$ cat src/sv/pidaw_pkg.sv
// Shared types, constants and fixed-point helpers for the PID controller.
package pidaw_pkg;

  localparam int DATA_WIDTH    = 32;
  localparam int FRAC_BITS     = 16;
  localparam int PROD_WIDTH    = 2 * DATA_WIDTH;
  localparam int EXT_WIDTH     = DATA_WIDTH + 2;
  localparam int CFG_IDX_WIDTH = 3;

  typedef logic signed [DATA_WIDTH-1:0] data_t;
  typedef logic signed [PROD_WIDTH-1:0] prod_t;
  typedef logic signed [EXT_WIDTH-1:0]  ext_t;

  typedef enum logic [CFG_IDX_WIDTH-1:0] {
    REG_PROP_GAIN,
    REG_INTEG_GAIN_DT,
    REG_DERIV_GAIN_RATE,
    REG_SETPOINT,
    REG_OUT_UPPER,
    REG_OUT_LOWER
  } cfg_reg_t;

  typedef struct packed {
    logic ld_prod;
    logic ld_scale;
  } mul_ctl_t;

  localparam data_t DATA_MAX = {1'b0, {(DATA_WIDTH-1){1'b1}}};
  localparam data_t DATA_MIN = {1'b1, {(DATA_WIDTH-1){1'b0}}};

  function automatic ext_t ext(data_t v);
    return ext_t'(v);
  endfunction

  function automatic data_t sat_ext(ext_t v);
    data_t r;
    if (v > ext(DATA_MAX)) begin
      r = DATA_MAX;
    end else if (v < ext(DATA_MIN)) begin
      r = DATA_MIN;
    end else begin
      r = v[DATA_WIDTH-1:0];
    end
    return r;
  endfunction

  // Limit to upper first, then raise to lower: lower wins if they cross.
  function automatic data_t clamp_ext(ext_t v, data_t upper, data_t lower);
    ext_t r;
    r = v;
    if (r > ext(upper)) begin
      r = ext(upper);
    end
    if (r < ext(lower)) begin
      r = ext(lower);
    end
    return r[DATA_WIDTH-1:0];
  endfunction

  // Drop the fraction bits rounding toward zero, then saturate.
  function automatic data_t scale_prod(prod_t p);
    prod_t bias;
    prod_t q;
    data_t r;
    bias = '0;
    if (p[PROD_WIDTH-1]) begin
      bias[FRAC_BITS-1:0] = '1;
    end
    q = (p + bias) >>> FRAC_BITS;
    if (q > prod_t'(DATA_MAX)) begin
      r = DATA_MAX;
    end else if (q < prod_t'(DATA_MIN)) begin
      r = DATA_MIN;
    end else begin
      r = q[DATA_WIDTH-1:0];
    end
    return r;
  endfunction

endpackage

$ cat src/sv/pidaw_fxmul.sv
// Two-stage fixed-point multiplier: registered product, then registered scaled result.
module pidaw_fxmul import pidaw_pkg::*; (
  input  logic     clk,
  input  mul_ctl_t ctl,
  input  data_t    a,
  input  data_t    b,
  output data_t    y
);

  prod_t prod_r;
  prod_t prod_nxt;
  data_t y_r;

  assign prod_nxt = prod_t'(a) * prod_t'(b);

  always_ff @(posedge clk) begin
    if (ctl.ld_prod) begin
      prod_r <= prod_nxt;
    end
    if (ctl.ld_scale) begin
      y_r <= scale_prod(prod_r);
    end
  end

  assign y = y_r;

endmodule

$ cat config.mk
export PLATFORM = sky130hd
export DESIGN_NAME = pidaw_fxmul
export DESIGN_NICKNAME = d
export VERILOG_FILES = /design/src/sv/pidaw_pkg.sv /design/src/sv/pidaw_fxmul.sv
export SDC_FILE = /design/constraint.sdc
export NUM_CORES = 2
export LEC_CHECK = 0
export BUFFER_PORTS_ARGS = -buffer_cell sky130_fd_sc_hd__buf_4
export CORE_UTILIZATION = 45
export CTS_CLUSTER_SIZE = 8
export DETAILED_ROUTE_END_ITERATION = 7
export GPL_TIMING_DRIVEN = 0
export MAX_ROUTING_LAYER = met4
export SLEW_MARGIN = 10
export SYNTH_ARGS = -nofsm -noshare
export SYNTH_HDL_FRONTEND = slang
export SYNTH_SLANG_ARGS = --single-unit
$ cat constraint.sdc
create_clock -name clk -period 9.5 [get_ports clk]
set_input_delay 0.475 -clock clk [delete_from_list [all_inputs] [get_ports clk]]
set_output_delay 0.475 -clock clk [all_outputs]
set_load 0.005 [all_outputs]
* Word-level counts from Yosys, hierarchy flattened *
Index checks and enable logic that the tools add are counted.

word-level totals
  register bits = 96
  latch bits = 0
  bits in writable memories = 0
  bits in read-only memories = 0
  bits of input ports = 67
  output and inout bits = 32
  word-level logic and storage cells = 9
  memories = 0

cells by class
  add/sub/neg operators = 1
  multiply operators = 1
  divide/modulo/power cells = 0
  $lt $le $gt $ge = 2
  eq/ne operators = 0
  shifts and indexed selects = 0
  multiplexer cells = 3
  bitwise operators = 0
  reductions and logical operators = 0

operators by type and width
  operator                                                          number
  adder 64 x 17 -> 64 bit                                           1
  multiplier 32 x 32 -> 64 bit                                      1
  greater-than comparator 48 x 32 -> 1 bit (second input constant)  1
  < comparator 48 x 32 -> 1 bit (second input constant)             1
  2-to-1 mux 16 bit                                                 2
  2-to-1 mux 32 bit                                                 1

* Depth between registers and ports, before layout *
  depth in word-level cells = 5
  mapped depth = 29
  mapped depth without buffers = 28

* Worst setup path after synthesis *
No wires, ideal clock.

  kind = in2reg
  start point = in b[3]
  end point = reg prod_r[62], data pin
  setup time = 261 ps
  arrival = 7803 ps
  setup slack = 1436 ps
  stages = 24
  path buffers = 2
  cells stage by stage = clkbuf_1 -> nand2_1 -> fa_1 -> fa_1 -> inv_1 -> fa_1 -> fa_1 -> inv_1 -> fa_1 -> inv_1 -> fa_1 -> fa_1 -> fa_1 -> ha_1 -> clkbuf_1 -> a21o_1 -> a21oi_1 -> o21ai_0 -> a31oi_1 -> o21ai_0 -> a21oi_1 -> o31a_1 -> nor4_1 -> a311o_1

between the ends
  longest elaborated chain between the ends = 1

RTL lines
  element                       line               RTL
  start: declaration            pidaw_fxmul.sv:6   input data_t b,
  multiplier 32 x 32 -> 64 bit  pidaw_fxmul.sv:14  assign prod_nxt = prod_t'(a) * prod_t'(b);
  via prod_nxt[62]              pidaw_fxmul.sv:11  prod_t prod_nxt;
  end signal: assignment        pidaw_fxmul.sv:18  prod_r <= prod_nxt;
  end: declaration              pidaw_fxmul.sv:10  prod_t prod_r;

The timed path passes the listed nets, and every way through them passes these cells.
A chain may end at the register's enable or synchronous reset.

* Worst setup path in the final report *
  start point = in a[24]
  end point = reg prod_r[63], data pin

between the ends
  longest elaborated chain between the ends = 1

RTL lines
  element                       line               RTL
  start: declaration            pidaw_fxmul.sv:5   input data_t a,
  multiplier 32 x 32 -> 64 bit  pidaw_fxmul.sv:14
  via prod_nxt[63]              pidaw_fxmul.sv:11

The timed path passes the listed nets, and every way through them passes these cells.

==> flow_summary.ini <==
[run_status]
outcome = finished with violations
violations = DRC

[logic_synthesis]
ys_seq_area_share_pct = 7.138
avgSynthCellArea_sq_um = 9.639
synth_ff_type = edfxtp_1
ys_seq_elements = 96
yosys.area.top_type = fa_1
synth_cell_type_count = 75
yosys-top-cells-area = fa_1 54%, inv_1 9.4%, and2_1 7.6%
synth_nets = 5538
yosysMostFrequentCell = fa_1
synthTopCellsByCount = 1082 x fa_1, 1016 x inv_1, 560 x nand2_1
syn_inst = 4190
synth_top_area_share_pct = 53.63
yosysWarnings = 0
synth_edf_count = 96
postSynth.asyncResetShare_pct = 0
netlist_area_sq_um = 40390

[cts]
cts_sinks = 96
numCtsBuffers = 9
clkTransAtPathRegs_ns = 0.06
root_buffer = clkbuf_16
hold_buffers = 0
htree_levels = 3
cts_tree = done
clock_latency_ns = 0.36
clock_path_buffers = 2

[drt]
vias_per_cell = 5.451
avgRoutedWirePerCell_um = 27.33
drc = 15
drtIter0Drc = 2612
ant_nets = 0
first_pass_iters = 7
wl_mm = 149.7
num_vias = 29860

[timing]
period_share_pct = 97.90
holdWs_ns = 0.5759
worst_slack_ns = 0.1996
rsz0062_at_grt = yes
max_freq_mhz = 107.5
worstMarginPinSlew_ns = 1.244
finalCriticalPeriod_ns = 9.300
setup_violations = 0
final_hold_viol_count = 0
final_max_slew_viol_count = 0
fin_skew_ns = 0.006567
max-slew-margin-rel_pct = 17.06

[hold_path]
hold_path_end = y[3]
worstHoldPathCells = 1
hp-class = in2reg
hp-start = ctl[0]

[floorplanning]
die_w_um = 301.6
num_rows = 109
initial_utilization_pct = 45.56
num_io_pins = 99
die_h_um = 301.6
dieArea_sq_um = 90950
core_sq_um = 88650

[finish]
syn_to_final_growth_pct = 6.373
final_area_sq_um = 42960
drive_gt1_share_pct = 4.439
layout.nets = 5646

[worst_setup_path]
reg2reg_depth = 13
cp_max_fo = 10
crit_path_end_kind = flop
cp.required_ns = 9.61
cp_top_family = adder cells
r2r_end = y[12]
rrSetupSlack_ns = 4.93
crit_type = in2reg
critPathSlowestCell = clkbuf_1
cpMostUsedCell = fa_1
worstSetupStartpointType = input pin
critPathMaxStageDelay_ns = 0.72
r2r-start = prod_r[63]
cp.arrival_ns = 9.41
cp_num_buf_inv = 5

[placement]
port-buffer-count = 98
dpl.hpwl_mm = 123.6
dp_slack_ns = -1.274
gp_congestion = 1.028
placed_area_sq_um = 42580

[run]
maxCapViolations = 0

[global_routing]
antenna_found_initial = 11
grt_pass1_vias = 32480
grt_use_total_pct = 35.58
grt_max_degree = 65
grt-ovfl-total = 0
grt_pass1_wl_mm = 219.7
## worst max-delay path by stage
stage / start / slack [ns] / end / depth (start not counted)
floorplan: b[3] / 1.44 / prod_r[62] / 24
finish: a[24] / 0.20 / prod_r[63] / 25
global placement: a[31] / -1.22 / prod_r[63] / 26
CTS: b[2] / 0.07 / prod_r[63] / 26
detailed placement: a[31] / -1.27 / prod_r[63] / 26
global route: b[18] / -0.003 / prod_r[63] / 26
## timing repair
item	in CTS	in global routing
pin swaps	0	1
gates resized for setup	12	106
endpoints found under the hold margin	0	0
setup endpoints to repair	8	5
buffers inserted	0	1
## routing by layer
metal / GRT usage [%] / share of wire [%]
met5: - / 0
met4: 22.10 / 8.5
met3: 6.412 / 9.4
met2: 54.82 / 45
met1: 43.47 / 37
## placed cells by master, fill, tap and decap left out, types with 62 or more instances in the layout
master / count
a21oi_1: 89
and2_1: 492
buf_4: 99
clkbuf_1: 161
edfxtp_1: 96
fa_1: 1080
ha_1: 199
inv_1: 1016
nand2_1: 560
nor2_1: 62
xnor2_1: 71
## metrics by stage
| stage | cells | setup TNS [ns] | utilization [%] |
|---|---|---|---|
| finish | 5477 | 0 | 48.46 |
| global route | 5469 | -0.002684 | 48.44 |
| CTS | 5467 | 0 | 48.34 |
| detailed placement | 5453 | -6.503 | 48.03 |
| global placement | 5453 | -4.874 | 48.03 |
| floorplan | 4190 | 0 | - |
## worst register-to-register path, cell delays in order, from the launching register on
cell      delay, ns
edfxtp_1       0.73
ha_1           0.48
nand3_1        0.10
or2_1          0.27
a211o_1        0.25
o221ai_2       0.46
and3b_1        0.27
buf_6          0.14
nand2_2        0.06
or3_4          0.37
xor2_1         0.21
a21oi_1        0.49
clkbuf_1       0.38
a21oi_1        0.10
## registers in the layout, indices dropped and copies added, names as in the netlist
register  cells
y            32
prod_r       64
## area by class of cell
| cell class | count | area, sq um |
|---|---|---|
| plain buffers | 212 | 912.1 |
| inverters | 1016 | 3814 |
| clock buffers | 9 | 225.2 |
| diodes | 9 | 22.52 |
| flip-flops and latches | 96 | 2883 |
| multi-input cells | 2864 | 32870 |
| repair buffers | 99 | 743.2 |
| well taps | 1165 | 1458 |
| fillers | 8599 | 45690 |
| clock inverters | 7 | 37.54 |
## cells by family after synthesis
logic type	share of synthesized area, %
muxes	0.1580
AOI/OAI and AO/OA	4.096
xor gates and xnor gates	2.082
adders and majority gates	59.80
DFF	7.138
and+or+nand+nor	15.21
buffers and inverters	11.51
Power is not shown: default switching activity piles up to over one toggle a cycle in this logic, so the estimate is an artifact.
